[src/rtl/sha1sh_pkg.sv]
`default_nettype none

package sha1sh_pkg;

	localparam int WORD_W   = 32;
	localparam int WIN_WORDS = 16;
	localparam int CHAIN_WORDS = 5;
	localparam int ROUNDS   = 80;
	localparam int FILL_W   = 7;
	localparam int COUNT_W  = 61;
	localparam int IDX_W    = 3;
	localparam int VB_W     = 3;
	localparam int RND_W    = 7;

	localparam logic [FILL_W-1:0]  BLOCK_BYTES  = 7'd64;
	localparam logic [FILL_W-1:0]  LAST_BYTE    = 7'd63;
	localparam logic [FILL_W-1:0]  LEN_START    = 7'd56;
	localparam logic [RND_W-1:0]   LAST_ROUND   = 7'd79;
	localparam logic [IDX_W-1:0]   LAST_IDX     = 3'd4;
	localparam logic [VB_W-1:0]    MAX_BYTES    = 3'd4;
	localparam logic [7:0]         PAD_BYTE     = 8'h80;

	localparam logic [WORD_W-1:0] K0 = 32'h5a827999;
	localparam logic [WORD_W-1:0] K1 = 32'h6ed9eba1;
	localparam logic [WORD_W-1:0] K2 = 32'h8f1bbcdc;
	localparam logic [WORD_W-1:0] K3 = 32'hca62c1d6;

	localparam logic [WORD_W-1:0] IV [CHAIN_WORDS] = '{
		32'h67452301, 32'hefcdab89, 32'h98badcfe, 32'h10325476, 32'hc3d2e1f0
	};

	localparam logic REQ_ABSORB = 1'b0;
	localparam logic REQ_FINISH = 1'b1;

	typedef enum logic [2:0] {
		ST_IDLE,
		ST_ABSORB,
		ST_PAD,
		ST_LEN,
		ST_ROUND,
		ST_ADD,
		ST_EMIT
	} sha1sh_state_t;

	typedef enum logic [1:0] {
		RET_ABSORB,
		RET_LEN,
		RET_EMIT
	} sha1sh_ret_t;

	function automatic logic [WORD_W-1:0] rotl1(input logic [WORD_W-1:0] x);
		return {x[WORD_W-2:0], x[WORD_W-1]};
	endfunction

	function automatic logic [WORD_W-1:0] rotl5(input logic [WORD_W-1:0] x);
		return {x[WORD_W-6:0], x[WORD_W-1:WORD_W-5]};
	endfunction

	function automatic logic [WORD_W-1:0] rotl30(input logic [WORD_W-1:0] x);
		return {x[1:0], x[WORD_W-1:2]};
	endfunction

endpackage

`default_nettype wire

[src/rtl/sha1_stream_hasher.sv]
`default_nettype none

// Streaming SHA-1 hasher. Each absorb transaction carries up to four message
// bytes, first byte in data_word[31:24]; valid_bytes above four counts as four and
// zero is taken and dropped. A finish transaction pads the message, appends the
// 64-bit bit length and then delivers five digest transactions, word 0 (most
// significant) first, with last_word set on word 4; the hasher is then back at
// the initial chaining values for the next message. The block takes one transaction
// at a time. An absorb is accepted and its bytes are then packed into the block
// buffer one per cycle; a byte that completes a 64-byte block starts the 80 rounds
// on the single shared round adder, followed by the chaining update. A finish is
// accepted, writes the pad byte and the length and runs a compression, with a
// further compression before the length when the pad byte lands at offset 56 or
// later, then delivers five digest transactions at one per cycle while out_stall
// is low. Streaming full words thus spreads the compression of each block over
// the sixteen absorb transactions that filled it.
module sha1_stream_hasher
	import sha1sh_pkg::*;
(
	input  wire logic              clk,
	input  wire logic              arst_n,
	input  wire logic              in_valid,
	output logic                   in_stall,
	input  wire logic              req_type,
	input  wire logic [WORD_W-1:0] data_word,
	input  wire logic [VB_W-1:0]   valid_bytes,
	output logic                   out_valid,
	input  wire logic              out_stall,
	output logic [WORD_W-1:0]      digest_word,
	output logic [IDX_W-1:0]       word_index,
	output logic                   last_word
);

	sha1sh_state_t state_q, state_d;
	sha1sh_ret_t   ret_q, ret_d;

	logic [WORD_W-1:0]  chain_q [CHAIN_WORDS];
	// block buffer doubles as the message schedule window during rounds
	logic [WORD_W-1:0]  win_q [WIN_WORDS];
	logic [WORD_W-1:0]  a_q, b_q, c_q, d_q, e_q;
	logic [RND_W-1:0]   rnd_q;
	logic [FILL_W-1:0]  fill_q;
	logic [COUNT_W-1:0] msg_q;
	logic [WORD_W-1:0]  data_q;
	logic [VB_W-1:0]    cnt_q;
	logic [IDX_W-1:0]   idx_q;

	logic               in_acc, out_acc;
	logic [VB_W-1:0]    cnt_in;
	logic               wr_byte;
	logic [7:0]         byte_val;
	logic               start_rnd;
	logic [WORD_W-1:0]  w_new, f_val, k_val, t_val;
	logic [63:0]        bit_len;

	assign in_acc  = in_valid && !in_stall;
	assign out_acc = out_valid && !out_stall;
	assign cnt_in  = (valid_bytes > MAX_BYTES) ? MAX_BYTES : valid_bytes;
	assign bit_len = {msg_q, 3'b000};
	assign start_rnd = (state_d == ST_ROUND) && (state_q != ST_ROUND);

	// next state
	always_comb begin
		state_d = state_q;
		ret_d   = ret_q;
		unique case (state_q)
			ST_IDLE: begin
				if (in_valid) begin
					if (req_type == REQ_FINISH) begin
						state_d = ST_PAD;
					end else if (cnt_in != '0) begin
						state_d = ST_ABSORB;
					end
				end
			end
			ST_ABSORB: begin
				if (fill_q == LAST_BYTE) begin
					state_d = ST_ROUND;
					ret_d   = RET_ABSORB;
				end else if (cnt_q == VB_W'(1)) begin
					state_d = ST_IDLE;
				end
			end
			ST_PAD: begin
				// pad byte at offset 56 or beyond leaves no room for the length
				if (fill_q >= LEN_START) begin
					state_d = ST_ROUND;
					ret_d   = RET_LEN;
				end else begin
					state_d = ST_LEN;
				end
			end
			ST_LEN: begin
				state_d = ST_ROUND;
				ret_d   = RET_EMIT;
			end
			ST_ROUND: begin
				if (rnd_q == LAST_ROUND) begin
					state_d = ST_ADD;
				end
			end
			ST_ADD: begin
				unique case (ret_q)
					RET_ABSORB: state_d = (cnt_q != '0) ? ST_ABSORB : ST_IDLE;
					RET_LEN:    state_d = ST_LEN;
					RET_EMIT:   state_d = ST_EMIT;
					default:    state_d = ST_IDLE;
				endcase
			end
			ST_EMIT: begin
				if (!out_stall && idx_q == LAST_IDX) begin
					state_d = ST_IDLE;
				end
			end
			default: state_d = ST_IDLE;
		endcase
	end

	// state outputs
	always_comb begin
		in_stall  = 1'b1;
		out_valid = 1'b0;
		wr_byte   = 1'b0;
		byte_val  = data_q[WORD_W-1 -: 8];
		unique case (state_q)
			ST_IDLE:   in_stall = 1'b0;
			ST_ABSORB: wr_byte = 1'b1;
			ST_PAD: begin
				wr_byte  = 1'b1;
				byte_val = PAD_BYTE;
			end
			ST_EMIT:   out_valid = 1'b1;
			default:   ;
		endcase
	end

	assign digest_word = chain_q[idx_q];
	assign word_index  = idx_q;
	assign last_word   = (idx_q == LAST_IDX);

	// shared round datapath
	always_comb begin
		if (rnd_q < RND_W'(16)) begin
			w_new = win_q[0];
		end else begin
			w_new = rotl1(win_q[13] ^ win_q[8] ^ win_q[2] ^ win_q[0]);
		end
		if (rnd_q < RND_W'(20)) begin
			f_val = (b_q & c_q) | (~b_q & d_q);
			k_val = K0;
		end else if (rnd_q < RND_W'(40)) begin
			f_val = b_q ^ c_q ^ d_q;
			k_val = K1;
		end else if (rnd_q < RND_W'(60)) begin
			f_val = (b_q & c_q) | (b_q & d_q) | (c_q & d_q);
			k_val = K2;
		end else begin
			f_val = b_q ^ c_q ^ d_q;
			k_val = K3;
		end
		t_val = rotl5(a_q) + f_val + e_q + w_new + k_val;
	end

	always_ff @(posedge clk or negedge arst_n) begin
		if (!arst_n) begin
			state_q <= ST_IDLE;
			ret_q   <= RET_ABSORB;
			for (int i = 0; i < CHAIN_WORDS; i++) begin
				chain_q[i] <= IV[i];
			end
			for (int i = 0; i < WIN_WORDS; i++) begin
				win_q[i] <= '0;
			end
			a_q    <= '0;
			b_q    <= '0;
			c_q    <= '0;
			d_q    <= '0;
			e_q    <= '0;
			rnd_q  <= '0;
			fill_q <= '0;
			msg_q  <= '0;
			data_q <= '0;
			cnt_q  <= '0;
			idx_q  <= '0;
		end else begin
			state_q <= state_d;
			ret_q   <= ret_d;

			// take an absorb transaction
			if (in_acc && req_type == REQ_ABSORB && cnt_in != '0) begin
				data_q <= data_word;
				cnt_q  <= cnt_in;
				msg_q  <= msg_q + COUNT_W'(cnt_in);
			end

			// pack one byte per cycle, message byte or pad byte
			if (wr_byte) begin
				case (fill_q[1:0])
					2'd0: win_q[fill_q[5:2]][31:24] <= byte_val;
					2'd1: win_q[fill_q[5:2]][23:16] <= byte_val;
					2'd2: win_q[fill_q[5:2]][15:8]  <= byte_val;
					default: win_q[fill_q[5:2]][7:0] <= byte_val;
				endcase
				fill_q <= fill_q + FILL_W'(1);
				if (state_q == ST_ABSORB) begin
					data_q <= {data_q[WORD_W-9:0], 8'h00};
					cnt_q  <= cnt_q - VB_W'(1);
				end
			end

			// length into the last two buffer words
			if (state_q == ST_LEN) begin
				win_q[14] <= bit_len[63:32];
				win_q[15] <= bit_len[31:0];
			end

			if (start_rnd) begin
				a_q   <= chain_q[0];
				b_q   <= chain_q[1];
				c_q   <= chain_q[2];
				d_q   <= chain_q[3];
				e_q   <= chain_q[4];
				rnd_q <= '0;
			end

			if (state_q == ST_ROUND) begin
				a_q   <= t_val;
				b_q   <= a_q;
				c_q   <= rotl30(b_q);
				d_q   <= c_q;
				e_q   <= d_q;
				rnd_q <= rnd_q + RND_W'(1);
				for (int i = 0; i < WIN_WORDS - 1; i++) begin
					win_q[i] <= win_q[i+1];
				end
				win_q[WIN_WORDS-1] <= w_new;
			end

			// chaining update, buffer emptied for the next block
			if (state_q == ST_ADD) begin
				chain_q[0] <= chain_q[0] + a_q;
				chain_q[1] <= chain_q[1] + b_q;
				chain_q[2] <= chain_q[2] + c_q;
				chain_q[3] <= chain_q[3] + d_q;
				chain_q[4] <= chain_q[4] + e_q;
				for (int i = 0; i < WIN_WORDS; i++) begin
					win_q[i] <= '0;
				end
				fill_q <= '0;
			end

			// digest transactions, then back to a fresh message
			if (out_acc) begin
				if (idx_q == LAST_IDX) begin
					idx_q <= '0;
					for (int i = 0; i < CHAIN_WORDS; i++) begin
						chain_q[i] <= IV[i];
					end
					fill_q <= '0;
					msg_q  <= '0;
				end else begin
					idx_q <= idx_q + IDX_W'(1);
				end
			end
		end
	end

	// no input transaction while the digest is being delivered
	a_emit_blocks_input: assert property (@(posedge clk) disable iff (!arst_n)
		out_valid |-> in_stall)
		else $error("input taken during digest output");

	// between transactions the buffer never holds a full block
	a_idle_fill: assert property (@(posedge clk) disable iff (!arst_n)
		(state_q == ST_IDLE) |-> (fill_q < BLOCK_BYTES))
		else $error("full block left uncompressed");

	// round counter stays within the compression
	a_round_range: assert property (@(posedge clk) disable iff (!arst_n)
		(state_q == ST_ROUND) |-> (rnd_q <= LAST_ROUND))
		else $error("round counter overran");

	// the last digest word leaves the hasher on a fresh message
	a_fresh_after_digest: assert property (@(posedge clk) disable iff (!arst_n)
		(out_acc && last_word) |=> (fill_q == '0 && msg_q == '0 && idx_q == '0))
		else $error("message state not cleared after digest");

endmodule

`default_nettype wire
[config.mk]
export PLATFORM = sky130hd
export DESIGN_NAME = sha1_stream_hasher
export DESIGN_NICKNAME = d
export VERILOG_FILES = /design/src/rtl/sha1sh_pkg.sv /design/src/rtl/sha1_stream_hasher.sv
export SDC_FILE = /design/constraint.sdc
export NUM_CORES = 2
export LEC_CHECK = 0
export BUFFER_PORTS_ARGS = -buffer_cell sky130_fd_sc_hd__clkbuf_2
export CAP_MARGIN = 20
export CORE_MARGIN = 1
export CORE_UTILIZATION = 59
export CTS_CLUSTER_SIZE = 20
export DETAILED_ROUTE_END_ITERATION = 10
export GPL_ROUTABILITY_DRIVEN = 0
export PLACE_DENSITY = 0.76
export SLEW_MARGIN = 20
export SYNTH_ARGS = -nofsm -noshare
export SYNTH_HDL_FRONTEND = slang
export SYNTH_SLANG_ARGS = --single-unit
[constraint.sdc]
create_clock -name clk -period 5.5 [get_ports clk]
set_input_delay 0.55 -clock clk [delete_from_list [all_inputs] [get_ports clk]]
set_output_delay 0.55 -clock clk [all_outputs]
set_load 0.005 [all_outputs]
== Word-level counts from Yosys, hierarchy flattened ==
Index checks and enable logic that the tools add are counted.
Storage, ports and cells
  flip-flop bits (word level): 950
  bits in latches: 0
  memory bits (writable): 0
  ROM bits: 0
  word-level logic and storage cells: 185
  memories: 0
Cells by class
  $add $sub $neg: 14
  multiply operators: 0
  div/mod/pow operators: 0
  $lt $le $gt $ge: 9
  equality and inequality tests: 18
  shifts and indexed selects: 0
  muxes and demuxes: 75
  bitwise logic cells: 16
  reduce and logical (&&, ||, !) cells: 19
Operator list (number)
  512-bit bitwise mux: 4
  512-bit two-way mux: 3
  512-bit one-hot mux with 3 select lines: 1
  32-bit two-way mux: 22
  32-bit demux with 4-bit select: 4
  160-bit two-way mux: 3
  32-bit adder: 9
  61-bit two-way mux: 3
  32-bit XOR: 5
  32-bit bitwise AND: 4
  32-bit binary-select mux with 3-bit select: 1
  32-bit OR: 3
  64-bit two-way mux: 1
  61-bit by 3-bit adder with 61-bit output: 1
  7-bit two-way mux: 6
  3-bit two-way mux: 13
  32-bit inverter: 1
  31-bit two-way mux: 1
  24-bit two-way mux: 1
  3-bit one-hot mux with 7 select lines: 1
  16-bit two-way mux: 1
  8-bit two-way mux: 2
  3-bit == test, second input constant: 5
  7-bit by 1-bit adder with 7-bit output, second input constant: 2
  33 further kinds: 54

== Logic depth before layout (Yosys ltp) ==
  depth in word-level cells: 11
  mapped depth: 25

== Least setup slack after synthesis ==
Ideal clock, no wire load.
  kind: reg2reg
  start: register rnd_q[4]
  end: register a_q[31]
  setup time: 0.137 ns
  data arrival time: 5.449 ns
  data required time: 5.363 ns
  setup slack: -0.085 ns
  cell stages (with the launch flop): 26
  period minus slack after synthesis: 5.585 ns
  cell sequence: dfrtp_1 > clkbuf_1 > o21ai_0 > or3_1 > clkbuf_1 > inv_1 > nor2_1 > clkbuf_1 > buf_1 > a221oi_1 > fa_1 > fa_1 > inv_1 > ha_1 > inv_1 > fa_1 > nor2b_1 > o21ai_0 > a21oi_1 > o21ai_0 > a2111oi_2 > o2111ai_1 > nand3_1 > a31oi_1 > xnor2_1 > a21oi_1
Between the ends
  cells in the longest elaborated chain, start to end: 9
  elaborated cells between the ends (all ways): 22
  classes of those cells: 4 x add/sub; 4 x order compare; 2 x eq/ne; 10 x mux; 2 x reduce/logical
Ends and longest elaborated chain
  start: declaration: line sha1_stream_hasher.sv:41  | logic [RND_W-1:0] rnd_q;
  start signal: assignment: line sha1_stream_hasher.sv:232  | rnd_q <= rnd_q + RND_W'(1);
  7-bit by 6-bit < comparator with 1-bit output: line sha1_stream_hasher.sv:154  | end else if (rnd_q < RND_W'(60)) begin
  32-bit two-way mux: line sha1_stream_hasher.sv:154
  32-bit two-way mux: line sha1_stream_hasher.sv:151  | end else if (rnd_q < RND_W'(40)) begin
  32-bit two-way mux: line sha1_stream_hasher.sv:148  | if (rnd_q < RND_W'(20)) begin
  32-bit adder (4 in series): line sha1_stream_hasher.sv:161  | t_val = rotl5(a_q) + f_val + e_q + w_new + k_val;
  32-bit two-way mux: line sha1_stream_hasher.sv:226  | if (state_q == ST_ROUND) begin
  end signal: assignment: line sha1_stream_hasher.sv:218  | a_q <= chain_q[0];
  end signal: assignment: line sha1_stream_hasher.sv:227  | a_q <= t_val;
  end: declaration: line sha1_stream_hasher.sv:40  | logic [WORD_W-1:0] a_q, b_q, c_q, d_q, e_q;
Several ways; a longest one is shown, not always the timed one.
A chain may end at the register's enable or synchronous reset.

== Worst setup path after layout ==
  start: register win_q[237] (netlist name)
  end: register a_q[28]
Between the ends
  cells in the longest elaborated chain, start to end: 7
Ends and longest elaborated chain
  start: declaration: line sha1_stream_hasher.sv:39  | logic [WORD_W-1:0] win_q [WIN_WORDS];
  start signal: indexed assignment: line sha1_stream_hasher.sv:199  | 2'd0: win_q[fill_q[5:2]][31:24] <= byte_val;
  start signal: indexed assignment: line sha1_stream_hasher.sv:200  | 2'd1: win_q[fill_q[5:2]][23:16] <= byte_val;
  start signal: indexed assignment: line sha1_stream_hasher.sv:201  | 2'd2: win_q[fill_q[5:2]][15:8] <= byte_val;
  32-bit XOR (3 in series): line sha1_stream_hasher.sv:146  | w_new = rotl1(win_q[13] ^ win_q[8] ^ win_q[2] ^ win_q[0]);
  32-bit two-way mux: line sha1_stream_hasher.sv:143  | if (rnd_q < RND_W'(16)) begin
  32-bit adder (2 in series): line sha1_stream_hasher.sv:161
  32-bit two-way mux: line sha1_stream_hasher.sv:226
Every way passes these cells.

==> results.toml <==
[status]
status = "finished, final reports clean"

[drt]
drt_iter0_drc = 9709
wirelength_um = 229500
route.detailed.drc = 0
dr.pass1.iters = 9
ant_nets = 0
detail_route.wl_per_cell_um = 25.39
viasPerCell = 6.950
vias = 62820

[timing]
timing.max_slew.rel_slack_pct = 19.55
report.final.slew_viol_count = 0
fin_crit_ps = 5403
fin_hold_ws_ps = 39.62
skew_ps = 25.90
tightest_slew_ps = 1194
finalSetupViolations = 0
period_share_pct = 98.23
setup_slack_ps = 97.36
hold_violations = 0
fmax_mhz = 185.1

[logic_synthesis]
synth_area_um2 = 65000
synth_edf_count = 0
synth_nets = 8106
synth_async_sr_flop_share_pct = 100.0
syn_inst = 7732
synth_area_leaders = "dfrtp_1, o21ai_0, nand2_1, nor2_1, a21oi_1"
ys_seq_area_share_pct = 36.73
synth_most_common_cell = "nand2_1"
yosys_warnings = 0
synth_top_area_share_pct = 33.49
synth_top_flop_cell = "dfrtp_1"
syn_area_per_cell_um2 = 8.407
synthDistinctLibCells = 96
synth_top_area_cell = "dfrtp_1"
ys_seq_elements = 950
synth_commonest_cells = "nand2_1, o21ai_0, nor2_1, dfrtp_1, a21oi_1"

[worst_setup_path]
critPathCaptureType = "register"
crit_type = "reg2reg"
cp.required_ps = 6080
crit_fanout = 4
crit_path_start_kind = "register"
critPathArrivalTime_ps = 5980

[die]
dieArea_um2 = 111500
coreArea_um2 = 109000
ios = 78
die_w_um = 333.9
chipHeight_um = 333.9
start_util_pct = 59.63
num_rows = 121

[clock_network]
worstSkewPairLatency_ps = 720
cts-root-buf = "clkbuf_16"
cts.sinks = 950
cts_buffer_depth = 3
cts_max_level = 3
cts_buffers = 109
cts_tree = "yes"
clk_pin_slew_ps = 60

[global_route]
grt_usage_pct = 40.22
grt_overflow = 0
grt_pass1_vias = 58210
grt_pass1_wl_um = 350800
grt_antenna_before_repair = 4
grt_max_degree = 193

[cells_and_area]
drive_above_1_share_pct = 8.592
synthToLayoutAreaGrowth_pct = 8.573
nets = 7901

[power]
p_leak_nw = 30.23
power_density_nw_per_um2 = 593.5
vdd_drop_max_mv = 1.629

[place]
port_buffers = 77
hpwl_um = 153600
place_ws_ps = -43.33

[worst_hold_path]
hp-class = "in2reg"

[flow_run]
maxCapViolCount = 0
cells by family after synthesis:
family,after synthesis,share of synthesized area (%)
XOR/XNOR,289,3.894
adder cells (fa/ha/maj),334,7.884
AND/OR/NAND/NOR,2343,15.02
multiplexers,259,4.620
buffers and inverters,797,4.726
AO/OA/AOI/OAI,2760,27.13
flip-flops,950,36.73
critical path, stage by stage, from the launching register on:
cell     delay [ps]
dfrtp_1         420
xnor2_1         530
xnor2_1         120
o21ai_1         460
fa_1            530
fa_1            480
fa_1            430
ha_1            330
a21o_1          180
a21o_1          170
a21oi_1         170
o21ai_0         160
o31ai_1         220
a21oi_1         120
a221o_1         390
a221o_1         320
xnor2_1         130
o21ai_0          80
state kept, by name, indices dropped and copies added, names as in the netlist, 7 cells and up:
name,cells
a_q,32
b_q,32
c_q,32
chain_q,160
d_q,32
data_q,32
e_q,32
fill_q,7
msg_q,61
rnd_q,7
win_q,512
power breakdown:
group	switching [W]	total [W]	internal (W)
Sequential	0.00161	0.00970	0.00809
Combinational	0.0139	0.0247	0.0107
Clock	0.00324	0.00753	0.00429
Total	0.0188	0.0419	0.0231
final timing paths:
path	start	endpoint	slack (ps)	cells after the start
setup / recovery	win_q[237]	a_q[28]	100	17
hold / removal	data_word[6]	data_q[6]	40	3
setup reg to reg	win_q[237]	a_q[28]	100	17
hold reg to reg	data_q[7]	data_q[15]	470	2
max in group asynchronous	arst_n	win_q[165]	3770	3
min in group asynchronous	arst_n	c_q[3]	500	2
placed cells by master, fill, tap and decap left out, types with 24 or more instances in the layout:
master,synthesis,final
nand4_1,30,30
nand3_1,97,96
a221oi_1,150,149
nand2_1,1054,1050
nor3_1,61,58
xor2_1,101,101
o221ai_1,24,24
clkbuf_8,0,31
and3_1,27,26
mux2i_1,219,219
ha_1,208,204
fa_1,126,126
xnor2_1,188,188
dfrtp_1,870,866
a22o_1,127,127
o21ai_0,939,931
a21oi_1,596,589
dfstp_2,80,80
a21o_1,241,241
a32oi_1,129,129
clkbuf_16,0,111
nand2b_1,32,31
clkbuf_2,0,76
a311oi_1,29,29
a22oi_1,251,251
buf_4,14,151
clkinv_2,0,31
a31oi_1,30,29
nor2_1,891,885
mux4_2,32,32
o21bai_1,24,24
o21a_1,29,27
or3_1,32,31
inv_1,219,217
layer usage:
metal	vias to the layer above	wire length [um]	GRT usage, %
li1	27380	-	-
met1	30610	88870	56.09
met2	4052	97790	57.83
met3	774	29710	10.17
met4	6	13090	20.53
met5	-	74	0.3040
per-stage QoR:
| step | setup TNS, ps | instances | cell area [um^2] | util, % | total power, W |
|---|---|---|---|---|---|
| after detailed placement | -74.06 | 8820 | 66690 | 61.18 | 0.03303 |
| after CTS | 0 | 9028 | 70370 | 64.56 | 0.04071 |
| after global placement | 0 | 8820 | 66690 | 61.18 | 0.03210 |
| after global routing | -37.54 | 9037 | 70570 | 64.74 | 0.04461 |
| final | 0 | 9039 | 70580 | 64.75 | 0.04189 |
| after floorplan | 0 | 7732 | 65010 | - | 0.02654 |
cell type report:
class	instances	area (um^2)
clock inverters	43	387.9
multi-input cells	5985	38350
clock buffers	164	3266
fillers	9145	38430
diodes	2	5.005
well taps	1414	1769
flip-flops and latches	950	23880
inverters	222	839.6
repair buffers	259	2085
what timing repair did:
item                                   4_1_cts  5_1_grt
resized for setup                            4       31
pin swaps                                    0        7
hold buffers                                 1        0
buffers inserted                             0        5
endpoints found under the hold margin       58        0
gates cloned                                 0        1
setup endpoints to repair                    5       11
Note: power is estimated with default switching activity, not from simulation.
